[src/rtl/e2q_pkg.sv]
// e2q_pkg: shared types, constants and the arctangent table for the
// euler to quaternion pipeline. No dependencies.
`timescale 1ns / 1ps
`default_nettype none
package e2q_pkg;

	localparam int CORDIC_STEPS_DEF  = 16;
	localparam int OUT_FRAC_BITS_DEF = 14;

	// working width of the cordic datapath, q30 plus sign and headroom
	localparam int XW = 33;
	// product width of two datapath words
	localparam int PW = 2 * XW;

	localparam int ANG_W = 16;
	localparam int QW    = 16;

	localparam logic [25:0]   RAD_MUL      = 26'd37480660;
	localparam logic [29:0]   INV_GAIN     = 30'd652032874;
	localparam logic [16:0]   QUARTER_TURN = 17'd11520;
	localparam logic [16:0]   HALF_TURN    = 17'd23040;

	// one angle in flight through the rotation cells
	typedef struct packed {
		logic signed [XW-1:0] x;
		logic signed [XW-1:0] y;
		logic signed [XW-1:0] z;
		logic                 cneg;
		logic                 sneg;
	} rot_t;

	typedef rot_t [2:0] rot3_t;

	// arctangent of 2^-i in q30
	function automatic logic signed [XW-1:0] atan_q30(input int i);
		logic signed [XW-1:0] r;
		case (i)
			0: r = 33'sd843314857;
			1: r = 33'sd497837829;
			2: r = 33'sd263043837;
			3: r = 33'sd133525159;
			4: r = 33'sd67021687;
			5: r = 33'sd33543516;
			6: r = 33'sd16775851;
			7: r = 33'sd8388437;
			8: r = 33'sd4194283;
			9: r = 33'sd2097149;
			default: r = (i < 31) ? (33'sd1 <<< (30 - i)) : 33'sd0;
		endcase
		return r;
	endfunction

endpackage
`default_nettype wire

[src/rtl/e2q_cell.sv]
// e2q_cell: one cordic rotation step for all three axes, registered.
// Uses e2q_pkg.
`timescale 1ns / 1ps
`default_nettype none
module e2q_cell import e2q_pkg::*; #(
	parameter int IDX = 0
) (
	input  wire logic clk,
	input  wire logic arst_n,
	input  wire logic in_valid,
	output logic      in_ready,
	input  rot3_t     in_data,
	output logic      out_valid,
	input  wire logic out_ready,
	output rot3_t     out_data
);

	localparam logic signed [XW-1:0] ATAN = atan_q30(IDX);

	logic  valid_q;
	rot3_t data_q;
	rot3_t data_d;

	// rotate toward zero residual angle
	always_comb begin
		for (int k = 0; k < 3; k++) begin
			data_d[k].cneg = in_data[k].cneg;
			data_d[k].sneg = in_data[k].sneg;
			if (!in_data[k].z[XW-1]) begin
				data_d[k].x = in_data[k].x - (in_data[k].y >>> IDX);
				data_d[k].y = in_data[k].y + (in_data[k].x >>> IDX);
				data_d[k].z = in_data[k].z - ATAN;
			end else begin
				data_d[k].x = in_data[k].x + (in_data[k].y >>> IDX);
				data_d[k].y = in_data[k].y - (in_data[k].x >>> IDX);
				data_d[k].z = in_data[k].z + ATAN;
			end
		end
	end

	assign in_ready  = ~valid_q | out_ready;
	assign out_valid = valid_q;
	assign out_data  = data_q;

	always_ff @(posedge clk or negedge arst_n) begin
		if (!arst_n) begin
			valid_q <= 1'b0;
		end else if (in_ready) begin
			valid_q <= in_valid;
		end
	end

	always_ff @(posedge clk) begin
		if (in_ready && in_valid) begin
			data_q <= data_d;
		end
	end

endmodule
`default_nettype wire

[config.mk]
export PLATFORM = sky130hd
export DESIGN_NAME = e2q_cell
export DESIGN_NICKNAME = d
export VERILOG_FILES = /design/src/rtl/e2q_pkg.sv /design/src/rtl/e2q_cell.sv
export SDC_FILE = /design/constraint.sdc
export NUM_CORES = 1
export LEC_CHECK = 0
export BUFFER_PORTS_ARGS = -buffer_cell sky130_fd_sc_hd__buf_2
export CAP_MARGIN = 20
export CORE_MARGIN = 2
export CORE_UTILIZATION = 25
export CTS_CLUSTER_SIZE = 16
export DETAILED_ROUTE_END_ITERATION = 8
export GPL_ROUTABILITY_DRIVEN = 1
export PLACE_DENSITY = 0.51
export SLEW_MARGIN = 30
export SYNTH_ARGS = -nofsm -noshare
export SYNTH_HDL_FRONTEND = slang
export SYNTH_SLANG_ARGS = --single-unit
[constraint.sdc]
create_clock -name clk -period 8.85 [get_ports clk]
set_input_delay 1.77 -clock clk [delete_from_list [all_inputs] [get_ports clk]]
set_output_delay 1.77 -clock clk [all_outputs]
set_load 0.01 [all_outputs]
; ---- Word-level counts from Yosys, hierarchy flattened
; Index checks and enable logic that the tools add are counted.
[op_classes]
n_addsub = 15
muxes = 3
n_bitwise = 2
n_reduce_logical = 1
[ops]
columns = cell, count
row1 = $mux 99, 3
row2 = $sub 33x33->33, 6
row3 = $add 33x31->33 const B, 3
row4 = $add 33x33->33, 3
row5 = $sub 33x31->33 const B, 3
row6 = $logic_and 1x1->1, 1
row7 = $not 1->1, 1
row8 = $or 1x1->1, 1
[totals]
regBits = 304
input_bits = 307
out_inout_bits = 305
wordCells = 37

; ---- Logic depth before layout (Yosys ltp)
[depth]
ltp_word = 3
ltp_mapped = 15
depth_no_buf = 13

; ---- Worst setup path before layout
; OpenSTA, ideal clock, no wires.
[synth_timing]
path_kind = input to register
start = input out_ready
end = register data_q, in the netlist out_data[0] (enable)
arrival_time_ns = 8.799
required_ns = 8.149
slack_ns = -0.650
cell_stages = 2
path_buffers = 0
cell_sequence = nand2b_1 > and2_1
[synth_via]
elab_chain_cells = 2
[synth_lines]
columns = element, line
row1 = start: declaration, e2q_cell.sv:14  ; input wire logic out_ready,
row2 = $or 1x1->1, e2q_cell.sv:41  ; assign in_ready = ~valid_q | out_ready;
row3 = $logic_and 1x1->1, e2q_cell.sv:54  ; if (in_ready && in_valid) begin
row4 = end signal: assignment, e2q_cell.sv:55  ; data_q <= data_d;
row5 = end: declaration, e2q_cell.sv:21  ; rot3_t data_q;
; No other way between the ends.
; A chain may end at the register's enable or synchronous reset.

==> out/qor.yml <==
status: "complete, no violations"
reg2reg_to: "out_data[257]$_DFFE_PP_"
worst_pin_slew_ns: 0.919
drv_cap: 0
wl_per_cell_um: 21.0
cts_tree: "done"
vias_per_cell: 4.98
drtIter0Drc: 2193
cts_resized: 0
hp-start: "out_valid$_DFFE_PN0N_"
io_buffers: 611
yosys_warnings: 0
fin_crit_sh: 0.586
dp_hpwl_um: 96400
final_hold_viol_count: 0
cts.sinks: 301
hold_class: "flop to flop"
fin_skew_ns: 0.0405
final.setup.tns_ns: 0
synth_area_leaders: "edfxtp_1 30%, ha_1 16%, a21oi_1 6.7%"
grt_pass1_vias: 27100
drive_above_1_share: 0.184
cts_buffers: 44
slew_viol_final: 0
synth_cells: 3461
grt_use_total: 0.184
dieArea_mm2: 0.122
yosysTopAreaCell: "edfxtp_1"
grt_max_degree: 93
die_w_um: 350
vias: 28100
yosysSeqAreaShare: 0.302
fp.coreArea_mm2: 0.118
cp-end-kind: "flop"
cts_max_path_buffers: 3
synth_top_cell_area_share: 0.301
synth_edf_count: 300
period_needed_ns: 5.19
syn_area_mm2: 0.0299
ant_nets: 0
grt_remaining_overflow: 0
hold_depth: 2
die_h_um: 350
p_total_mw: 5.75
place.gp.congestion: 0.923
wirelength_um: 118000
start_kind: "input pin"
antenna_found_initial: 57
critical_path_arrival_ns: 5.56
area_growth_pct: 20.3
cts_setup_buffers: 0
cp_max_fo: 71
r2r_cells: 3
avgSynthCellArea_um2: 8.64
drc: 0
fmax_ghz: 0.193
holdPathEnd: "out_valid$_DFFE_PN0N_"
max_slew_margin: 0.372
nets: 4693
num_rows: 126
power.leakage_nw: 15.9
cts-root-buf: "clkbuf_16"
r2r_setup_slack_ns: 6.52
rsz0062_at_grt: "false"
ys_types: 93
path_clk_slew_ns: 0.06
insertion_delay_ns: 0.63
ys.flop_type: "edfxtp_1"
crit_required_ns: 9.22
syn_nets: 4161
firstDrtPassIters: 5
ir_drop_v: 0.000139
crit_type: "input pin to flop"
floorplan.initialDensity: 0.253
reg2reg_from: "out_valid$_DFFE_PN0N_"
power_density_mw_per_mm2: 160
grt_pass1_wl_um: 172000
io_pins: 612
synth-async-reset-ratio: 0.00332
ys_seq_elements: 301
setup_viol: 0
ctsHoldBuffers: 0
h-tree-depth: 2
## sequential cells by signal, summed over array words and instances (netlist names)
register,flops
out_data,300
out_valid,1
## kinds of logic (layout without fill, tap and decap cells)
group	count (synthesis)	after routing	synth area share
AO/OA/AOI/OAI	1146	1146	0.242
XOR/XNOR	273	273	0.0799
buffers and inverters	467	1030	0.0617
flip-flops	301	301	0.302
adder cells (fa/ha/maj)	393	393	0.167
multiplexers	31	31	0.0104
AND/OR/NAND/NOR	850	850	0.136
other	0	25	0
## layer usage
| layer | wire (um) | GRT usage | up-vias |
|---|---|---|---|
| met5 | 311 | 0 | - |
| met4 | 4790 | 0.0744 | 48 |
| met3 | 10200 | 0.0572 | 233 |
| met2 | 54500 | 0.304 | 1057 |
| met1 | 48600 | 0.223 | 13200 |
| li1 | - | - | 13600 |
## cell usage in the layout (no fill, tap or decap), types with 14 or more instances in the layout
master and instances:
buf_2 609, a21oi_1 403, ha_1 381, nor2_1 328, inv_1 319, edfxtp_1 300, o21ai_0 233, xnor2_1 224
nand2_1 138, a21o_1 122, nor3_1 74, o21bai_1 67, nor2b_1 52, xor2_1 49, nand3_1 46, clkbuf_16 44
nand2b_1 42, o21a_1 40, nand4_1 33, a31oi_1 33, a211oi_1 30, mux2i_1 30, o31ai_1 26, diode_2 25
and3_1 25, or3_1 25, o211ai_1 21, a2111oi_0 15, nor4_1 15, buf_4 14
## worst max-delay path, stage by stage
cell,delay (ns)
buf_4,0.38
buf_4,0.74
fa_1,0.36
nor2b_1,0.06
o21ai_0,0.18
a21oi_1,0.21
o21ai_0,0.41
o21ai_0,0.27
or3_1,0.43
a32o_1,0.27
a21o_1,0.19
a21oi_1,0.17
xnor2_1,0.08
## cell usage after synthesis, drive strengths merged (26+ instances only)
library cell	number
inv	321
ha	381
o21bai	67
nor3	74
mux2i	30
clkbuf	93
o21ai	237
edfxtp	300
nand2	139
nand2b	42
xnor2	224
a21o	122
buf	45
o31ai	26
a31oi	33
nor2b	52
nand4	33
nor2	328
a211oi	31
a21oi	403
o21a	40
xor2	49
nand3	46
## area by class of cell
cell class / count / area [um2]
diodes: 25 / 62.6
clock buffers: 49 / 1120
clock inverters: 28 / 318
fillers: 12700 / 82400
inverters: 329 / 1230
multi-input cells: 2693 / 19000
flip-flops and latches: 301 / 9030
well taps: 1600 / 2000
repair buffers: 624 / 3170
## through the flow
stage	hold slack (ns)	setup slack (ns)	util	cells	cell area [um2]
floorplan	0.622	2.75	-	3461	29900
global placement	0.513	3.08	0.291	5547	34500
detailed placement	0.513	3.06	0.291	5547	34500
CTS	0.532	3.75	0.303	5624	35900
global route	0.574	3.34	0.304	5641	36000
finish	0.529	3.66	0.304	5649	36000
## worst max path at each step
stage                  from                       to  slack (ns)  cells after the start
6_report       in_data[135]  out_data[133]$_DFFE_PP_        3.66                     13
5_1_grt        in_data[135]  out_data[133]$_DFFE_PP_        3.34                     13
2_1_floorplan     out_ready    out_data[0]$_DFFE_PP_        2.75                      2
4_1_cts        in_data[135]  out_data[133]$_DFFE_PP_        3.75                     13
3_5_place_dp   in_data[135]  out_data[129]$_DFFE_PP_        3.06                     13
3_3_place_gp   in_data[135]  out_data[133]$_DFFE_PP_        3.08                     13
## report_power, final
part	switching (mW)	total [mW]	internal, mW
clock network	0.755	1.82	1.06
logic	1.29	2.06	0.767
registers	0.0557	1.88	1.82
No activity file was read; power rests on OpenSTA's default activity.
