`config.mk`:
```
export PLATFORM = sky130hd
export DESIGN_NAME = e2q_prep
export DESIGN_NICKNAME = d
export VERILOG_FILES = /design/src/rtl/e2q_pkg.sv /design/src/rtl/e2q_prep.sv
export SDC_FILE = /design/constraint.sdc
export NUM_CORES = 1
export LEC_CHECK = 0
export BUFFER_PORTS_ARGS = -buffer_cell sky130_fd_sc_hd__buf_2
export CORE_UTILIZATION = 25
export CTS_BUF_LIST = sky130_fd_sc_hd__clkbuf_4 sky130_fd_sc_hd__clkbuf_8 sky130_fd_sc_hd__clkbuf_16
export CTS_CLUSTER_SIZE = 8
export DETAILED_ROUTE_END_ITERATION = 10
export PLACE_DENSITY = 0.41
export SYNTH_ARGS = -nofsm -noshare
export SYNTH_HDL_FRONTEND = slang
export SYNTH_SLANG_ARGS = --single-unit
```
`constraint.sdc`:
```
create_clock -name clk -period 4.8 [get_ports clk]
set_clock_uncertainty 0.2 [all_clocks]
set_input_delay 1.2 -clock clk [delete_from_list [all_inputs] [get_ports clk]]
set_output_delay 1.2 -clock clk [all_outputs]
set_load 0.05 [all_outputs]
```
`src/rtl/e2q_pkg.sv`:
```
// e2q_pkg: shared types, constants and the arctangent table for the
// euler to quaternion pipeline. No dependencies.
`timescale 1ns / 1ps
`default_nettype none
package e2q_pkg;

	localparam int CORDIC_STEPS_DEF  = 16;
	localparam int OUT_FRAC_BITS_DEF = 14;

	// working width of the cordic datapath, q30 plus sign and headroom
	localparam int XW = 33;
	// product width of two datapath words
	localparam int PW = 2 * XW;

	localparam int ANG_W = 16;
	localparam int QW    = 16;

	localparam logic [25:0]   RAD_MUL      = 26'd37480660;
	localparam logic [29:0]   INV_GAIN     = 30'd652032874;
	localparam logic [16:0]   QUARTER_TURN = 17'd11520;
	localparam logic [16:0]   HALF_TURN    = 17'd23040;

	// one angle in flight through the rotation cells
	typedef struct packed {
		logic signed [XW-1:0] x;
		logic signed [XW-1:0] y;
		logic signed [XW-1:0] z;
		logic                 cneg;
		logic                 sneg;
	} rot_t;

	typedef rot_t [2:0] rot3_t;

	// arctangent of 2^-i in q30
	function automatic logic signed [XW-1:0] atan_q30(input int i);
		logic signed [XW-1:0] r;
		case (i)
			0: r = 33'sd843314857;
			1: r = 33'sd497837829;
			2: r = 33'sd263043837;
			3: r = 33'sd133525159;
			4: r = 33'sd67021687;
			5: r = 33'sd33543516;
			6: r = 33'sd16775851;
			7: r = 33'sd8388437;
			8: r = 33'sd4194283;
			9: r = 33'sd2097149;
			default: r = (i < 31) ? (33'sd1 <<< (30 - i)) : 33'sd0;
		endcase
		return r;
	endfunction

endpackage
`default_nettype wire

```
`src/rtl/e2q_prep.sv`:
```
// e2q_prep: folds each angle into 0..90 degrees of half angle and scales it
// to q30 radians, loading the start vector of the rotation cells. Uses e2q_pkg.
`timescale 1ns / 1ps
`default_nettype none
module e2q_prep import e2q_pkg::*; (
	input  wire logic                    clk,
	input  wire logic                    arst_n,
	input  wire logic                    in_valid,
	output logic                         in_ready,
	input  wire logic [3*ANG_W-1:0]      in_data,
	output logic                         out_valid,
	input  wire logic                    out_ready,
	output rot3_t                        out_data
);

	logic  valid_q;
	rot3_t data_q;
	rot3_t data_d;

	// quadrant folding and degree to radian scaling, per axis
	always_comb begin
		for (int k = 0; k < 3; k++) begin
			logic signed [ANG_W-1:0] ang;
			logic [16:0]             mag;
			logic [13:0]             red;
			logic [39:0]             prod;
			ang = in_data[k*ANG_W +: ANG_W];
			mag = ang[ANG_W-1] ? 17'(-$signed({ang[ANG_W-1], ang}))
			                   : {1'b0, ang};
			if (mag <= QUARTER_TURN) begin
				red = mag[13:0];
				data_d[k].cneg = 1'b0;
				data_d[k].sneg = ang[ANG_W-1];
			end else if (mag <= HALF_TURN) begin
				red = 14'(HALF_TURN - mag);
				data_d[k].cneg = 1'b1;
				data_d[k].sneg = ang[ANG_W-1];
			end else begin
				red = 14'(mag - HALF_TURN);
				data_d[k].cneg = 1'b1;
				data_d[k].sneg = ~ang[ANG_W-1];
			end
			prod = 40'(red) * 40'(RAD_MUL) + 40'd128;
			data_d[k].z = $signed({1'b0, prod[39:8]});
			data_d[k].x = $signed({3'b000, INV_GAIN});
			data_d[k].y = '0;
		end
	end

	assign in_ready  = ~valid_q | out_ready;
	assign out_valid = valid_q;
	assign out_data  = data_q;

	// stage register
	always_ff @(posedge clk or negedge arst_n) begin
		if (!arst_n) begin
			valid_q <= 1'b0;
		end else if (in_ready) begin
			valid_q <= in_valid;
		end
	end

	always_ff @(posedge clk) begin
		if (in_ready && in_valid) begin
			data_q <= data_d;
		end
	end

endmodule
`default_nettype wire

```
# [Word level (Yosys, flattened, before mapping)]
# Cells that the tools add are included.
[op_classes] mul=3 muxes=15 magnitude_cmp=6 addsub=12 bitwise=5 reduce_logical=1
[op_table] cell="adder 40 x 8 -> 40 bit, second input constant" count=3
[op_table] cell="multiplier 14 x 24 -> 38 bit, second input constant" count=3
[op_table] cell="two-way mux 14 bit" count=6
[op_table] cell="less-or-equal comparator 17 x 14 -> 1 bit, second input constant" count=3
[op_table] cell="less-or-equal comparator 17 x 15 -> 1 bit, second input constant" count=3
[op_table] cell="two-way mux 17 bit" count=3
[op_table] cell="negation 16 -> 17 bit" count=3
[op_table] cell="subtractor 13 x 14 -> 14 bit, first input constant" count=3
[op_table] cell="subtractor 14 x 13 -> 14 bit, second input constant" count=3
[op_table] cell="two-way mux 1 bit" count=6
[op_table] cell="inverter 1 bit" count=4
[op_table] cell="logical AND 1 bit" count=1
[op_table] cell="bitwise OR 1 bit" count=1
[totals] wordCells=52 register_bits=103

# [Logic depth before layout (Yosys ltp)]
[logic_depth] depth_word=7 depth_mapped=44 depth_no_buf=42

# [Least setup slack after synthesis]
# No wires, ideal clock.
[synth_timing] path_kind="in2reg" from="input in_data[0]" to="register data_q (netlist bit out_data[31]), data pin" path_stages=39 n_path_buf=4 path_slack_ns=-6.717 arrival_time_ns=11.053 cell_sequence="buf_2 inv_1 ha_1 buf_2 clkbuf_1 nand2b_1 xor2_1 nand2_1 or4_1 or4_1 a31oi_1 nor2_1 o21ai_0 xnor2_1 inv_1 ha_1 ha_1 inv_1 [3 not listed] fa_1 fa_1 inv_1 fa_1 inv_1 ha_1 clkbuf_1 a21o_1 a21oi_1 o211ai_1 o21bai_1 xnor2_1 o2111ai_1 or4_1 or4_1 or3_4 nor2_2 xor2_1"
[synth_rtl] item="from (decl)" line="e2q_prep.sv:10" text="input wire logic [3*ANG_W-1:0] in_data,"
[synth_rtl] item="to (signal assigned)" line="e2q_prep.sv:65" text="data_q <= data_d;"
[synth_rtl] item="to (decl)" line="e2q_prep.sv:17" text="rot3_t data_q;"

==> metrics.txt <==
top post-synthesis cells by area fa_1 23%, ha_1 18%, edfxtp_1 11%, inv_1 6.4%, buf_4 5.4%; final setup margin -5380 ps; gpl congestion 0.853; I/O pin total 357; CTS tree done; core area approximately 110000 um^2; most common cell in the synthesized netlist inv_1; crit path from in_data[32]; Fill cells 11300; Worst Path Max Fanout 5; CTS clk-pin slew, worst paths about 90 ps; CP Capture Type flip-flop; Chip Width approximately 340 um; Post-Syn Area per Cell 9.11 um^2; initial core utilization 0.253; layout cells sized above 1 0.473; status complete, but fails checks; failing checks negative setup slack; global-route wire length before repair 149000 um; Worst-Skew Late Latency 420 ps; WP depth 43; Reg-to-Reg End out_data[134]; Cells after Synth approximately 3100; WP buf/inv 12; CTS root buf clkbuf_16; H-tree Lvls 3; delay-heaviest family, CP adder cells; via count around 26000; Routed WL per cell 16.2 um; total CTS buffers 9; worst min-delay path class in2async; Residual DRC 0; most frequently used flop master after synthesis edfxtp_1; R2R cell count 3; Fmax 98.2 MHz; vias per std cell 4.34; nets 5192; Req. time, crit path 4880 ps; Post-Route WL 95600 um; final setup fails between 90 and 100; setup slack, reg-to-reg between 2000 and 3000 ps; startpoint types primary input; Setup Crit Path Kind in2reg; Crit Reg-Reg Startpoint out_valid; Post-DP Area 39800 um^2; die height 340 um; synth cell count leaders 490 x inv_1, 414 x ha_1, 321 x fa_1; Worst-Margin Slew 702 ps; final global-route overflow total 0; Worst setup endpoint out_data[235]; Die ar. 116000 um^2; top cell type's share of synthesized area 0.225; cell repeated most along the worst path fa_1; number of distinct library cells after synthesis 105; post-route ant nets 0; final core occ 0.399; Post-synth ARST share 0.00971; Max-Cap Viols 0; GRT Total Usage 0.165; P&R area growth vs syn 57.7%; post-synthesis cell area 28500 um^2; EDFF count, synth roughly 100; arrival time at the worst endpoint 10260 ps; Slew headroom 0.532; unrepaired setup endpoints after global routing true; initial antenna violation count 2; yosys warns 0; top cell type by total area after synthesis fa_1; sequential fraction of the synthesis area 0.108; max incr delay on CP between 500 and 600 ps; Finished Cell Area 45000 um^2; minimum clock period 10180 ps; Slew Limit Fails 0; DP HPWL a little over 80000 um; port bufs 155; Slowest cell on crit path fa_1; clk sink count about 100; clk buf depth 2; largest net degree at the start of global routing 50; row cnt ~120; drt pass-1 iters 5; vias in the first global route 26700; final worst-path cycle share 2.12; initial DRC count approximately 900; register bit total from synthesis 103; final hold vios 0
-- repair_timing --
| item | 4_1_cts | 5_1_grt |
|---|---|---|
| resized for setup | 446 | 253 |
| endpoints found under the setup margin | 96 | 96 |
| buffers inserted | 137 | 82 |
| gates cloned | 0 | 0 |
| pin swaps | 283 | 216 |
| hold buffers | 0 | 0 |
-- flip-flops by register name (all words and copies together) (netlist names) --
name and cells:
out_valid 1, out_data 102
-- cell families after synthesis --
group,count (synthesis),share of synthesized area
xor+xnor,258,0.0797
buf+inv,786,0.132
fa+ha+maj,735,0.407
flops,103,0.108
mux,13,0.00482
other cells,2,0.000263
simple gates,726,0.140
compound gates,511,0.128
-- per-layer routing --
layer / vias to the layer above / share of wire / track usage
li1: 12900 / - / -
met1: 12300 / 0.48 / 0.229
met2: 394 / 0.47 / 0.272
met3: 79 / 0.028 / 0.0182
met4: 0 / 0.020 / 0.0387
met5: - / 0 / 0
-- stage by stage --
step / TNS, ps / worst slack [ps] / instances / hold WS [ps]
after CTS: -402780 / -5270 / 5856 / 295
after global routing: -437140 / -5780 / 5911 / 307
after floorplan: -433690 / -5940 / 3333 / 704
after detailed placement: -481530 / -6190 / 5720 / 324
final: -412220 / -5380 / 5911 / 334
after global placement: -481970 / -6140 / 5720 / 316
-- cells in the final DEF (no fill, tap or decap), types with 102 or more instances in the layout --
cell type / Yosys / layout
buf_2: 15 / 149
buf_4: 204 / 1062
buf_6: 6 / 123
conb_1: 2 / 201
edfxtp_1: 102 / 102
fa_1: 321 / 310
ha_1: 414 / 302
ha_4: 0 / 106
inv_1: 490 / 421
nand2_1: 147 / 106
-- final cells by class --
cell class / instances / area [um^2] / share of cell area
multi-input cells: 2444 / 27400 / 0.608
repair buffers: 1355 / 10500 / 0.233
diodes: 1 / 2.50 / 0.0000556
inverters: 492 / 1890 / 0.0419
clock buffers: 11 / 240 / 0.00534
flip-flops and latches: 103 / 3090 / 0.0686
clock inverters: 5 / 65.1 / 0.00145
well taps: 1500 / 1880 / 0.0417
-- worst min-delay path by stage --
stage,start,endpoint,slack [ps]
2_1_floorplan,arst_n,out_valid,700
4_1_cts,arst_n,out_valid,290
5_1_grt,arst_n,out_valid,310
6_report,arst_n,out_valid,330
3_3_place_gp,out_valid,out_valid,320
3_5_place_dp,out_valid,out_valid,320
Power is not shown: default switching activity piles up to over one toggle a cycle in this logic, so the estimate is an artifact.
